<file path="config.mk">
export PLATFORM = sky130hd
export DESIGN_NAME = lnc_seq
export DESIGN_NICKNAME = d
export VERILOG_FILES = /design/src/rtl/lnc_pkg.sv /design/src/rtl/lnc_seq.sv
export SDC_FILE = /design/constraint.sdc
export NUM_CORES = 1
export LEC_CHECK = 0
export BUFFER_PORTS_ARGS = -buffer_cell sky130_fd_sc_hd__buf_2
export CAP_MARGIN = 15
export CORE_MARGIN = 2
export CORE_UTILIZATION = 54
export DETAILED_ROUTE_END_ITERATION = 8
export GPL_TIMING_DRIVEN = 0
export HOLD_SLACK_MARGIN = 0.08
export PLACE_DENSITY = 0.78
export SLEW_MARGIN = 10
export SYNTH_ARGS = -nofsm -noshare
export SYNTH_HDL_FRONTEND = slang
export SYNTH_SLANG_ARGS = --single-unit
</file>
<file path="constraint.sdc">
create_clock -name clock -period 6.1 [get_ports clock]
set_clock_uncertainty 0.2 [all_clocks]
set_input_delay 0.305 -clock clock [delete_from_list [all_inputs] [get_ports clock]]
set_output_delay 0.305 -clock clock [all_outputs]
set_load 0.01 [all_outputs]
</file>
<file path="src/rtl/lnc_pkg.sv">
// Shared constants, types and the sequencer state type for the longest non-increasing chain block.
package lnc_pkg;

   localparam int unsigned MAX_LEN_DEF = 1024;
   localparam int unsigned VALUE_W     = 48;
   localparam int unsigned RSP_LEN_W   = 11;
   localparam int unsigned REQ_DATA_W  = 48;
   localparam int unsigned RSP_DATA_W  = 24;

   typedef enum logic [2:0] {
      ST_IDLE,
      ST_SEARCH,
      ST_CHECK,
      ST_WRITE,
      ST_REPLY
   } state_type;

   typedef struct packed {
      logic [RSP_LEN_W-1:0] chain_len;
      logic [RSP_LEN_W-1:0] best_len;
      logic                 saturated;
      logic                 last_res;
   } rsp_word_type;

endpackage

</file>
<file path="src/rtl/lnc_seq.sv">
// Search sequencer: binary search over the stored tails with one shared compare, then update.
module lnc_seq #(
   parameter int unsigned MAX_LEN = lnc_pkg::MAX_LEN_DEF,
   localparam int unsigned ADDR_W = (MAX_LEN > 1) ? $clog2(MAX_LEN) : 1,
   localparam int unsigned LEN_W  = $clog2(MAX_LEN + 1)
) (
   input  logic                                clock,
   input  logic                                reset,
   input  logic                                req_valid,
   output logic                                req_ready,
   input  logic signed [lnc_pkg::VALUE_W-1:0]  req_value,
   input  logic                                req_last,
   output logic                                mem_en,
   output logic                                mem_we,
   output logic [ADDR_W-1:0]                   mem_addr,
   output logic signed [lnc_pkg::VALUE_W-1:0]  mem_wdata,
   input  logic signed [lnc_pkg::VALUE_W-1:0]  mem_rdata,
   output logic                                res_valid,
   input  logic                                res_ready,
   output lnc_pkg::rsp_word_type               res_word
);
   import lnc_pkg::*;

   state_type                 state_ff, state_in;
   logic [LEN_W-1:0]          used_ff, used_in;
   logic [LEN_W-1:0]          lo_ff, lo_in;
   logic [LEN_W-1:0]          hi_ff, hi_in;
   logic [LEN_W-1:0]          mid_ff, mid_in;
   logic signed [VALUE_W-1:0] value_ff, value_in;
   logic                      last_ff, last_in;
   rsp_word_type              res_ff, res_in;

   logic [LEN_W:0]            mid_sum;
   logic [LEN_W-1:0]          mid;
   logic                      lo_lt_hi;
   logic                      ext_sat;
   logic [LEN_W-1:0]          len_new;
   logic [LEN_W-1:0]          used_new;

   assign mid_sum  = {1'b0, lo_ff} + {1'b0, hi_ff} + {{LEN_W{1'b0}}, 1'b1};
   assign mid      = mid_sum[LEN_W:1];
   assign lo_lt_hi = lo_ff < hi_ff;
   assign ext_sat  = lo_ff == LEN_W'(MAX_LEN);
   assign len_new  = ext_sat ? LEN_W'(MAX_LEN) : lo_ff + {{(LEN_W-1){1'b0}}, 1'b1};
   assign used_new = (!ext_sat && (len_new > used_ff)) ? len_new : used_ff;

   always_comb begin
      state_in = state_ff;
      case (state_ff)
         ST_IDLE: begin
            if (req_valid) begin
               state_in = ST_SEARCH;
            end
         end
         ST_SEARCH: begin
            state_in = lo_lt_hi ? ST_CHECK : ST_WRITE;
         end
         ST_CHECK: begin
            state_in = ST_SEARCH;
         end
         ST_WRITE: begin
            state_in = ST_REPLY;
         end
         ST_REPLY: begin
            if (res_ready) begin
               state_in = ST_IDLE;
            end
         end
         default: begin
            state_in = ST_IDLE;
         end
      endcase
   end

   always_comb begin
      req_ready = 1'b0;
      res_valid = 1'b0;
      mem_en    = 1'b0;
      mem_we    = 1'b0;
      mem_addr  = ADDR_W'(lo_ff);
      case (state_ff)
         ST_IDLE: begin
            req_ready = 1'b1;
         end
         ST_SEARCH: begin
            mem_en   = lo_lt_hi;
            mem_addr = ADDR_W'(mid - {{(LEN_W-1){1'b0}}, 1'b1});
         end
         ST_WRITE: begin
            mem_en = !ext_sat;
            mem_we = !ext_sat;
         end
         ST_REPLY: begin
            res_valid = 1'b1;
         end
         default: begin
            req_ready = 1'b0;
         end
      endcase
   end

   always_comb begin
      used_in  = used_ff;
      lo_in    = lo_ff;
      hi_in    = hi_ff;
      mid_in   = mid_ff;
      value_in = value_ff;
      last_in  = last_ff;
      res_in   = res_ff;
      case (state_ff)
         ST_IDLE: begin
            value_in = req_value;
            last_in  = req_last;
            lo_in    = '0;
            hi_in    = used_ff;
         end
         ST_SEARCH: begin
            mid_in = mid;
         end
         ST_CHECK: begin
            if (mem_rdata >= value_ff) begin
               lo_in = mid_ff;
            end else begin
               hi_in = mid_ff - {{(LEN_W-1){1'b0}}, 1'b1};
            end
         end
         ST_WRITE: begin
            res_in.chain_len = RSP_LEN_W'(len_new);
            res_in.best_len  = RSP_LEN_W'(used_new);
            res_in.saturated = ext_sat;
            res_in.last_res  = last_ff;
            used_in          = last_ff ? '0 : used_new;
         end
         default: begin
            used_in = used_ff;
         end
      endcase
   end

   always_ff @(posedge clock) begin
      if (reset) begin
         state_ff <= ST_IDLE;
         used_ff  <= '0;
      end else begin
         state_ff <= state_in;
         used_ff  <= used_in;
      end
   end

   always_ff @(posedge clock) begin
      lo_ff    <= lo_in;
      hi_ff    <= hi_in;
      mid_ff   <= mid_in;
      value_ff <= value_in;
      last_ff  <= last_in;
      res_ff   <= res_in;
   end

   assign mem_wdata = value_ff;
   assign res_word  = res_ff;

   a_used_bounded: assert property (@(posedge clock) disable iff (reset)
      used_ff <= LEN_W'(MAX_LEN))
      else $error("tail count exceeds the table depth");

   a_window_ordered: assert property (@(posedge clock) disable iff (reset)
      (state_ff == ST_SEARCH || state_ff == ST_CHECK) |-> (lo_ff <= hi_ff))
      else $error("search window inverted");

   a_window_in_table: assert property (@(posedge clock) disable iff (reset)
      (state_ff == ST_SEARCH || state_ff == ST_CHECK) |-> (hi_ff <= used_ff))
      else $error("search window reaches past the stored tails");

   a_grow_covers: assert property (@(posedge clock) disable iff (reset)
      (state_ff == ST_WRITE && !ext_sat && !last_ff) |=> (used_ff > lo_ff))
      else $error("tail count did not cover the new chain length");

endmodule

</file>
* Yosys cells after proc, flatten, opt, wreduce, memory -nomap -nowiden
Index checks and enable logic that the tools add are counted.
** Word-level totals
- Register bits :: 120
- Word-level logic and storage cells :: 51
- Bits of input ports :: 101
- Output and inout bits :: 86
** Cells by class
- Equal/unequal tests :: 9
- Add/subtract/negate cells :: 5
- Mux-type cells :: 16
- Reductions and logical operators :: 7
- Magnitude comparators :: 3
** Operators by type and width (count)
- $mux W11 :: 5
- $ge A48 B48 Y1 :: 1
- $pmux W11 S2 :: 2
- $pmux W3 S5 :: 1
- $add A11 B11 Y12 :: 1
- $add A12 B1 Y12 const B :: 1
- $add A11 B1 Y11 const B :: 1
- $eq A11 B11 Y1 const B :: 1
- $gt A11 B11 Y1 :: 1
- $lt A11 B11 Y1 :: 1
- $sub A11 B1 Y11 const B :: 1
- $mux W10 :: 1
- $sub A10 B1 Y10 const B :: 1
- $ne A2 B2 Y1 const B :: 4
- $eq A3 B2 Y1 const B :: 2
- $mux W3 :: 2
- $reduce_and A2 Y1 :: 3
- $mux W1 :: 4
- $eq A3 B1 Y1 const B :: 1
- $eq A3 B3 Y1 const B :: 1
- $logic_not A3 Y1 :: 1
- $pmux W1 S2 :: 1
- $reduce_bool A2 Y1 :: 1
- $logic_and A1 B1 Y1 :: 1
- $logic_not A1 Y1 :: 1

* Longest topological paths before layout
Gate-level depths: netlist of the first run.
- Depth after elaboration :: 6
- Mapped depth :: 14

* Least setup slack after synthesis of the first run
OpenSTA, ideal clock, no wires.
- Path kind :: flip-flop to flip-flop
- Start :: register state_ff[1]
- End :: register hi_ff[0], enable pin
- Setup slack :: 751 ps
- Cell stages (with the launch flop) :: 4
- Required time :: 5553 ps
- Library setup time :: 347 ps
- Arrival time :: 4802 ps
- Period minus slack after synthesis :: 5349 ps
- Path buffers :: 1
- Cell sequence :: dfxtp_1 -> clkdlybuf4s15_1 -> nor3_1 -> or3_1
** Between the ends
- Longest elaborated chain between the ends :: 3
- Elaborated cells between the ends (all ways) :: 5
- Classes of those cells :: 2 x eq/ne; 3 x reduce/logical
** Ends and longest elaborated chain
- start, declared :: line lnc_seq.sv:24 : state_type state_ff, state_in;
- start signal, assigned :: line lnc_seq.sv:145 : state_ff <= state_in;
- $eq A3 B2 Y1 or $logic_not A3 Y1 (tied branches) :: line lnc_seq.sv:110 : case (state_ff)
- $ne A2 B2 Y1 (no source line) or $reduce_bool A2 Y1 (tied branches)
- $reduce_and A2 Y1 (no source line) *
- end signal, assigned :: line lnc_seq.sv:152 : hi_ff <= hi_in;
- end, declared :: line lnc_seq.sv:27 : logic [LEN_W-1:0] hi_ff, hi_in;
Mark *: on every way between the ends. The rest lies on a longest branch, timed or not.
A chain may end at the register's enable or synchronous reset.

* Worst setup path after layout of the first run
- Start :: register lo_ff[0]
- End :: register used_ff[9]
** Between the ends
- Longest elaborated chain between the ends :: 6
- Elaborated cells between the ends (all ways) :: 8
- Classes of those cells :: 1 x add/sub; 1 x order compare; 1 x eq/ne; 3 x mux; 2 x reduce/logical
** Ends and longest elaborated chain
- start, declared :: line lnc_seq.sv:26 : logic [LEN_W-1:0] lo_ff, lo_in;
- start signal, assigned :: line lnc_seq.sv:151 : lo_ff <= lo_in;
- $eq A11 B11 Y1 :: line lnc_seq.sv:43 : assign ext_sat = lo_ff == LEN_W'(MAX_LEN);
- named net ext_sat :: line lnc_seq.sv:36 : logic ext_sat;
- $mux W11 :: line lnc_seq.sv:44 : assign len_new = ext_sat ? LEN_W'(MAX_LEN) : lo_ff + {{(LEN_W-1){1'b0}}, 1'b1};
- named net len_new[2] :: line lnc_seq.sv:37 : logic [LEN_W-1:0] len_new;
- $gt A11 B11 Y1 :: line lnc_seq.sv:45 : assign used_new = (!ext_sat && (len_new > used_ff)) ? len_new : used_ff;
- $logic_and A1 B1 Y1 :: line lnc_seq.sv:45
- $mux W11 :: line lnc_seq.sv:45
- $mux W11 :: line lnc_seq.sv:132 : used_in = last_ff ? '0 : used_new;
- end signal, assigned :: line lnc_seq.sv:146 : used_ff <= used_in;
- end, declared :: line lnc_seq.sv:25 : logic [LEN_W-1:0] used_ff, used_in;
The timed path passes the listed nets, and every way through them passes these cells.

==> results of run 1 <==
[sequential cells by signal, summed over array words and instances (netlist names)]
register and flops:
last_ff 1, state_ff 3, mid_ff 11, lo_ff 11
mem_wdata 48, hi_ff 11, res_word 24, used_ff 11
[worst paths after layout]
check                  start    endpoint  slack, ps  depth (start not counted)
hold reg to reg   used_ff[3]  used_ff[3]        290                          1
setup / recovery    lo_ff[0]  used_ff[9]       1570                         13
hold / removal    used_ff[3]  used_ff[3]        290                          1
setup reg to reg    lo_ff[0]  used_ff[9]       1570                         13
[logic make-up after synthesis]
family | share of synthesized area
AO/OA/AOI/OAI | 0.137
XOR/XNOR | 0.0359
adder cells (fa/ha/maj) | 0.149
buffers and inverters | 0.0604
flip-flops | 0.489
multiplexers | 0.00353
AND/OR/NAND/NOR | 0.125
[power groups by stage]
stage                     clock network (mW)  registers [mW]  logic [mW]
after floorplan                            0            1.25       0.934
after global placement                     0            1.26        1.30
after detailed placement                   0            1.25        1.38
after CTS                               1.05            1.24        1.42
after global routing                    1.08            1.26        1.60
final                                   1.05            1.25        1.45
[what timing repair did]
action / CTS / global route
endpoints found under the hold margin: 52 / 0
resized for setup: 0 / 0
hold buffers: 52 / 0
[stage by stage]
step	TNS, ps	cell area [µm²]	utilization	setup WS (ps)
6_report	0	9410	0.740	1570
5_1_grt	0	9410	0.740	1310
4_1_cts	0	9410	0.740	1590
3_5_place_dp	0	8270	0.650	1610
3_3_place_gp	-12040	8230	0.647	-698
2_1_floorplan	0	7080	-	751
[worst max-delay path, delay by kind of cell (launching register included)]
kind / cells / cell delay (ps)
compound gates: 3 / 1000
fa+ha+maj: 2 / 490
buf+inv: 3 / 1000
flops: 1 / 550
simple gates: 5 / 1240
[metal layers]
| metal | vias to the layer above | GRT usage | wire length [µm] |
|---|---|---|---|
| met1 | 2985 | 0.310 | 7470 |
| li1 | 2897 | - | - |
| met2 | 287 | 0.537 | 10600 |
| met5 | - | 0 | 0 |
| met3 | 64 | 0.0666 | 1320 |
| met4 | 0 | 0.133 | 732 |
[placed cells by master (no fill, tap or decap), types with 14 or more instances in the layout]
cell and count:
edfxtp_1 106, dlygate4sd3_1 52, dfxtp_1 14, xnor2_1 20
and3_1 15, nand4_1 14, clkbuf_16 17, a21oi_1 38
buf_2 187, nor2_1 33, inv_1 93, o21ai_0 30
ha_1 83, nand2_1 39, a21o_1 18
[final cells by class]
type	count	area, µm²	share of cell area
Sequential cell	120	3460	0.368
Multi-Input combinational cell	423	3200	0.340
Timing Repair Buffer	243	1490	0.159
Clock buffer	21	470	0.0500
Inverter	93	349	0.0371
Tap cell	172	215	0.0229
Clock inverter	11	144	0.0153
Buffer	15	78.8	0.00838
Antenna cell	1	2.50	0.000266
==> results.cfg, run 1 <==
[pwr]
netsw_mw = 1.36
pwr_density_cell_nw_per_um2 = 398
power_leakage_nw = 4.36
power_report.internal_total_mw = 2.38
power.clock.fraction = 0.280
power.sequential.fraction = 0.333
share_comb_of_total_power = 0.388
total_power_mw = 3.74
power.switching_fraction = 0.364
vdd.ir_drop.worst_mv = 0.287

[sta]
tightest_slew_ps = 815
layout_worst_path_cycle_share = 0.743
holdWs_ps = 288
max_freq_mhz = 221
maxSlewHeadroom = 0.456
rsz_0062_raised_after_global_routing = false
finalSetupViolCount = 0
period_needed_ps = 4530
hold_viol = 0
report.final.slew_viol_count = 0

[logic_synthesis]
yosys.area.top_type = edfxtp_1
synth_cells = 651
ys_async_sr_fraction = 0
top_post_synthesis_cells_by_count = edfxtp_1, inv_1, ha_1
ys_ff_latch = 120
ys_top_cells_by_area = edfxtp_1, ha_1, inv_1
yosys.cell_count.top_type = edfxtp_1
netlist-cell-type-count = 66
syn-num-nets = 836
yosysSeqAreaShare = 0.489
dominantRegCellSynth = edfxtp_1
post_synth_instance_area_um2 = 7080
synthDominantCellAreaShare = 0.449
synth.avg_cell_area_um2 = 10.9
synth_enable_flop_cells = 106
ys_warnings = 0

[routing]
detail_route.wl_per_cell_um = 18.3
wl_mm = 20.1
first_pass_iters = 7
drc_errors = 0
vias_per_cell = 5.67
postRouteAntennaNets = 0
routed-via-count = 6233
iteration_0_drc_count_of_the_detailed_router = 486

[clock_network]
tritoncts = built
cts_htree_levels = 4
cts-buffers-inserted = 17
clkSlewWorstSetupHoldPaths_ps = 60
cts.repair_timing.setup_buffer_count = 0
insertion_delay_to_the_later_sink_of_the_worst_skew_pair_ps = 420
clock_sinks = 120
cts_buffer_depth = 2
root_buffer = clkbuf_16

[grt]
grt_pass1_wl_mm = 31.5
largest_net_degree_at_the_start_of_global_routing = 26
grt.overflow.total = 0
number_of_antenna_violations_at_the_first_check_in_global_routing = 1
groute.usage.overall = 0.290
first_global_vias = 6484

[worst_setup_path]
crit_path_max_fanout = 10
slowest_stage = edfxtp_1
critPathLaunchType = register
critical_path.cell_chain = inv_1, ha_1, nor4b_1, and4b_1, clkbuf_1, nor2_1, ha_1, and4_1, a41o_1, a311oi_1, nor4b_1, clkbuf_1, a22o_1
critPathMaxStageDelay_ps = 550
end_kind = register
worst_ep_arrival_time_ps = 4700
data_required_time_of_the_worst_path_ps = 6270
path_class = register to register

[outcome]
run_status = complete, no violations

[floorplanning]
chipWidth_um = 119
die_area_um2 = 14000
num_rows = 41
die-height_um = 119
initial_core_utilization = 0.557
ioPinCount = 187
floorplan.core_area_um2 = 12700

[place]
post_detailed_placement_half_perimeter_wirelength_mm = 14.1
place_congestion = 0.943
placed_cells_incl_taps = 1014
io_buffer_count = 186

[layout]
finalNonFillerCells = 1099
drive_above_1_share = 0.260
numnets_final = 1098
area.growth.synth_to_final_pct = 32.9
filler_cell_count = 875

[job]
timing.max_cap.violations = 0

[hold_path]
hold_path.class = register to register
Power figures use the tool's default switching activity.
==> inputs of run 2 (changes only) <==
==> constraint.sdc (replaced) <==
create_clock -name clock -period 4.41 [get_ports clock]
set_clock_uncertainty 0.2 [all_clocks]
set_input_delay 0.2205 -clock clock [delete_from_list [all_inputs] [get_ports clock]]
set_output_delay 0.2205 -clock clock [all_outputs]
set_load 0.01 [all_outputs]
==> run 2 against run 1 <==
  * Via count down 1.3%
  * Routed wire length down 3.1%
  * Setup slack got worse by 1400 ps
  * Combinational power grew 41%
  * Register-to-register slack worse by 1300 ps
  * Count of clock-buffer cells in the layout fell by 3
  * Sequential power increased by 37%
  * Flip-flop and latch count unchanged
  * Critical path type is now register to output pin
  * Largest power group unchanged
  * Highest routed layer unchanged
==> results.cfg, run 2 (synthesis gave the netlist of run 1 again) <==
[worst_setup_path]
critPathMaxStageDelay_ps = 620
crit-reg2reg-launch = lo_ff[0]
worst_ep_arrival_time_ps = 3850
reg2reg_to = used_ff[1]
critPathLaunchType = register
setup.reg_to_reg.worst_slack_ps = 260
data_required_time_of_the_worst_path_ps = 3990
critical_path.cell_chain = ha_1, o311a_4, o311ai_0, o211ai_1, or4_4, or4_1, nand3_1, buf_2
path_class = register to output pin
worst-path-buf-inv = 1
critical-path-top-delay-family = simple AND/OR/NAND/NOR gates
timing.reg2reg.worst_path_depth = 13
end_kind = output pin
slowest_stage = or4_4
crit_path_max_fanout = 8

[hold_path]
hold-path-endpoint = used_ff[3]
hold_depth = 1
hold_path.class = register to register
hold_start = used_ff[3]

[grt]
largest_net_degree_at_the_start_of_global_routing = 26
first_global_vias = 6440
grt.overflow.total = 0
number_of_antenna_violations_at_the_first_check_in_global_routing = 1
groute.usage.overall = 0.282
grt_pass1_wl_mm = 30.8

[sta]
hold_viol = 0
max_freq_mhz = 234
layout_worst_path_cycle_share = 0.968
finalSetupViolCount = 0
rsz_0062_raised_after_global_routing = false
tightest_slew_ps = 838
period_needed_ps = 4270
maxSlewHeadroom = 0.436
report.final.slew_viol_count = 0

[floorplanning]
floorplan.core_area_um2 = 12700
die_area_um2 = 14000
ioPinCount = 187
chipWidth_um = 119
die-height_um = 119
num_rows = 41
initial_core_utilization = 0.557

[layout]
largest_reg_flops = 48
final_common_cell = buf_2
multi_input_area_um2 = 3220
filler_cell_count = 839
seq_area_um2 = 3460
postLayoutCellArea_um2 = 9530
area.growth.synth_to_final_pct = 34.6
drive_above_1_share = 0.265
most-common-layout-cells = buf_2, edfxtp_1, inv_1
numnets_final = 1099
final_util = 0.749

[pwr]
pwr_density_cell_nw_per_um2 = 559
vdd.ir_drop.worst_mv = 0.297
power_leakage_nw = 4.40

[routing]
iteration_0_drc_count_of_the_detailed_router = 427
drc_errors = 0
postRouteAntennaNets = 0
wl_mm = 19.5
detail_route.wl_per_cell_um = 17.8
first_pass_iters = 5
vias_per_cell = 5.59
routed-via-count = 6149

[clock_network]
tritoncts = built
cts_htree_levels = 4
cts_buffer_depth = 2
clock_sinks = 120
insertion_delay_to_the_later_sink_of_the_worst_skew_pair_ps = 420
root_buffer = clkbuf_16
cts-buffers-inserted = 17
clkSlewWorstSetupHoldPaths_ps = 60

[place]
placed_cell_area_um2 = 8310
io_buffer_count = 186
post_detailed_placement_half_perimeter_wirelength_mm = 13.6
place_congestion = 0.963

[outcome]
run_status = complete, no violations

[job]
timing.max_cap.violations = 0
==> run 2: final cells by class <==
cell class,instances,share of cell area
multi-input cells,423,0.338
clock buffers,18,0.0450
well taps,172,0.0226
plain buffers,15,0.00840
repair buffers,244,0.162
clock inverters,14,0.0241
diodes,1,0.000262
inverters,93,0.0366
flip-flops and latches,120,0.363
==> run 2: timing repair <==
| item | CTS | global route |
|---|---|---|
| resized for setup | 1 | 4 |
| buffers inserted | 0 | 3 |
| hold buffers | 52 | 0 |
| endpoints found under the setup margin | 10 | 12 |
| hold endpoints to repair | 52 | 0 |
==> run 2: per-layer routing <==
metal / part of all wire / vias up / wire (µm) / global-route usage
met4: 0.053 / 0 / 1030 / 0.169
met1: 0.38 / 2900 / 7470 / 0.312
met5: 0 / - / 0 / 0
met3: 0.061 / 81 / 1190 / 0.0690
li1: - / 2899 / - / -
met2: 0.50 / 269 / 9840 / 0.488
==> run 2: power by group <==
group	switching [mW]	internal (mW)	total (mW)
logic	1.19	0.857	2.05
clock network	0.521	1.05	1.57
registers	0.175	1.53	1.71
==> run 2: through the flow <==
step	TNS (ps)	setup WS, ps	total power, mW	hold slack (ps)	instances
final	0	142	5.33	283	1100
after global routing	0	0.620	5.62	298	1100
after CTS	0	96.4	5.25	278	1096
after detailed placement	-16.5	-16.5	3.64	199	1012
after global placement	-2560	-219	3.53	198	1009
after floorplan	0	697	3.02	89.6	651
==> run 2: worst max-delay path by stage <==
stage | depth (start not counted) | endpoint | start
floorplan | 3 | hi_ff[0] | state_ff[1]
global placement | 3 | hi_ff[0] | state_ff[1]
detailed placement | 13 | used_ff[1] | lo_ff[0]
CTS | 13 | used_ff[1] | lo_ff[0]
global route | 10 | mem_addr[8] | lo_ff[5]
finish | 8 | mem_addr[9] | lo_ff[2]
==> inputs of run 3 (changes only) <==
==> constraint.sdc (replaced) <==
create_clock -name clock -period 4.41 [get_ports clock]
set_clock_uncertainty 0.2 [all_clocks]
set_input_delay 0.441 -clock clock [delete_from_list [all_inputs] [get_ports clock]]
set_output_delay 0.441 -clock clock [all_outputs]
set_load 0.01 [all_outputs]
==> run 3 against run 2 <==
  * Core utilization grew 0.43 points
  * First-iteration DRC count grew 3.5%
  * Non-clock buffer count grew 4
  * Cell area grew 0.58%
  * Critical path type unchanged
==> results.cfg, run 3 (synthesis gave the netlist of run 1 again) <==
[routing]
drc_errors = 0
iteration_0_drc_count_of_the_detailed_router = 442
postRouteAntennaNets = 0
vias_per_cell = 5.55
routedLengthMet1_mm = 7.48
detail_route.wl_per_cell_um = 17.7
highest_layer = met4
met2_wirelength_mm = 10.0
first_pass_iters = 5
met3_wirelength_mm = 1.25
wl_mm = 19.6
routed-via-count = 6128

[worst_setup_path]
crit_path_frequent_cell = o21a_1
critical_path.cell_chain = inv_1, fa_2, o21ba_2, o21a_1, o21a_1, o32a_4, or4_4, or4_1, nand3_1, buf_2
critPathMaxStageDelay_ps = 520
worst-path-buf-inv = 2
end_kind = output pin
slowest_stage = or4_4
data_required_time_of_the_worst_path_ps = 3770
crit_path_max_fanout = 6
worst_ep_arrival_time_ps = 3690
critPathLaunchType = register
critical-path-top-delay-family = simple AND/OR/NAND/NOR gates
path_class = register to output pin

[grt]
first_global_vias = 6386
grt_pass1_wl_mm = 30.8
number_of_antenna_violations_at_the_first_check_in_global_routing = 1
groute.usage.overall = 0.282
largest_net_degree_at_the_start_of_global_routing = 26
grt.overflow.total = 0

[layout]
most-common-layout-cells = buf_2, edfxtp_1, inv_1
drive_above_1_share = 0.276
area.growth.synth_to_final_pct = 35.4
largest_reg_flops = 48
numnets_final = 1103
final_common_cell = buf_2
final_util = 0.754

[floorplanning]
num_rows = 41
initial_core_utilization = 0.557
ioPinCount = 187
chipWidth_um = 119
die_area_um2 = 14000
die-height_um = 119
floorplan.core_area_um2 = 12700

[clock_network]
cts_buffer_depth = 2
root_buffer = clkbuf_16
tritoncts = built
cts_htree_levels = 4
clock_sinks = 120
clkSlewWorstSetupHoldPaths_ps = 60
insertion_delay_to_the_later_sink_of_the_worst_skew_pair_ps = 420
cts-buffers-inserted = 17

[place]
io_buffer_count = 186
place_congestion = 0.963
detailedPlace.worstSlack_ps = -16.5
post_detailed_placement_half_perimeter_wirelength_mm = 13.6

[pwr]
power_leakage_nw = 4.42
vdd.ir_drop.worst_mv = 0.300
pwr_density_cell_nw_per_um2 = 564

[outcome]
run_status = complete, no violations

[sta]
finalWorstSetupSlack_ps = 77.7
report.final.slew_viol_count = 0
maxSlewHeadroom = 0.440
period_needed_ps = 4330
layout_worst_path_cycle_share = 0.982
max_freq_mhz = 231
tightest_slew_ps = 839
hold_viol = 0
tns_setup_ps = 0
finalSetupViolCount = 0

[job]
timing.max_cap.violations = 0

[hold_path]
hold_path.class = input pin to register
-- run 3: changes by cell type in the layout (fill, tap and decap cells not counted), moves of 2 or more --
cell | before | now
buf_4 | 3 | 9
ha_1 | 83 | 81
dlygate4sd3_1 | 52 | 50
ha_2 | 0 | 2
-- run 3: stage by stage --
stage / cell area, µm² / total power, mW / std cells / hold slack (ps)
6_report: 9590 / 5.41 / 1104 / 99.4
5_1_grt: 9590 / 5.70 / 1104 / 115
4_1_cts: 9500 / 5.27 / 1096 / 81.0
3_5_place_dp: 8310 / 3.64 / 1012 / 263
3_3_place_gp: 8230 / 3.53 / 1009 / 259
2_1_floorplan: 7090 / 3.02 / 651 / 242
-- run 3: repair_timing --
item	CTS	global route
endpoints found under the hold margin	52	0
pin swaps	0	1
gates resized for setup	3	8
buffers inserted	2	7
setup endpoints to repair	12	12
hold buffers	50	0
-- run 3: path summary, 6_finish.rpt --
| check | start | end | slack, ps | cells after the start |
|---|---|---|---|---|
| setup / recovery | lo_ff[1] | mem_addr[9] | 80 | 10 |
| hold / removal | res_ready | state_ff[2] | 100 | 3 |
| setup reg to reg | lo_ff[1] | used_ff[1] | 300 | 13 |
| hold reg to reg | used_ff[3] | used_ff[3] | 280 | 1 |
-- run 3: layout make-up --
type | count | area (µm²)
multi-input combinational | 423 | 3250
tap | 172 | 215
fill | 815 | 3130
clock buffer | 18 | 429
timing repair buffer | 248 | 1570
sequential | 120 | 3460
buffer | 15 | 80.1
antenna | 1 | 2.50
inverter | 93 | 349
clock inverter | 14 | 230
-- run 3: tightest hold or removal path, delay by kind of cell --
| family | cells | cell delay (ps) |
|---|---|---|
| AOI/OAI and AO/OA | 1 | 60 |
| buffers and inverters | 1 | 80 |
| and+or+nand+nor | 1 | 90 |
-- run 3: power by group --
part / internal (mW) / total, mW / switching, mW / leakage, nW
registers: 1.53 / 1.70 / 0.168 / 1.17
logic: 0.908 / 2.14 / 1.23 / 2.94
clock network: 1.05 / 1.57 / 0.520 / 0.312
total: 3.50 / 5.41 / 1.92 / 4.42
-- run 3: per-layer routing --
layer,global-route usage,vias to the layer above
li1,-,2907
met1,0.316,2895
met2,0.494,255
met3,0.0608,71
met4,0.158,0
met5,0,-
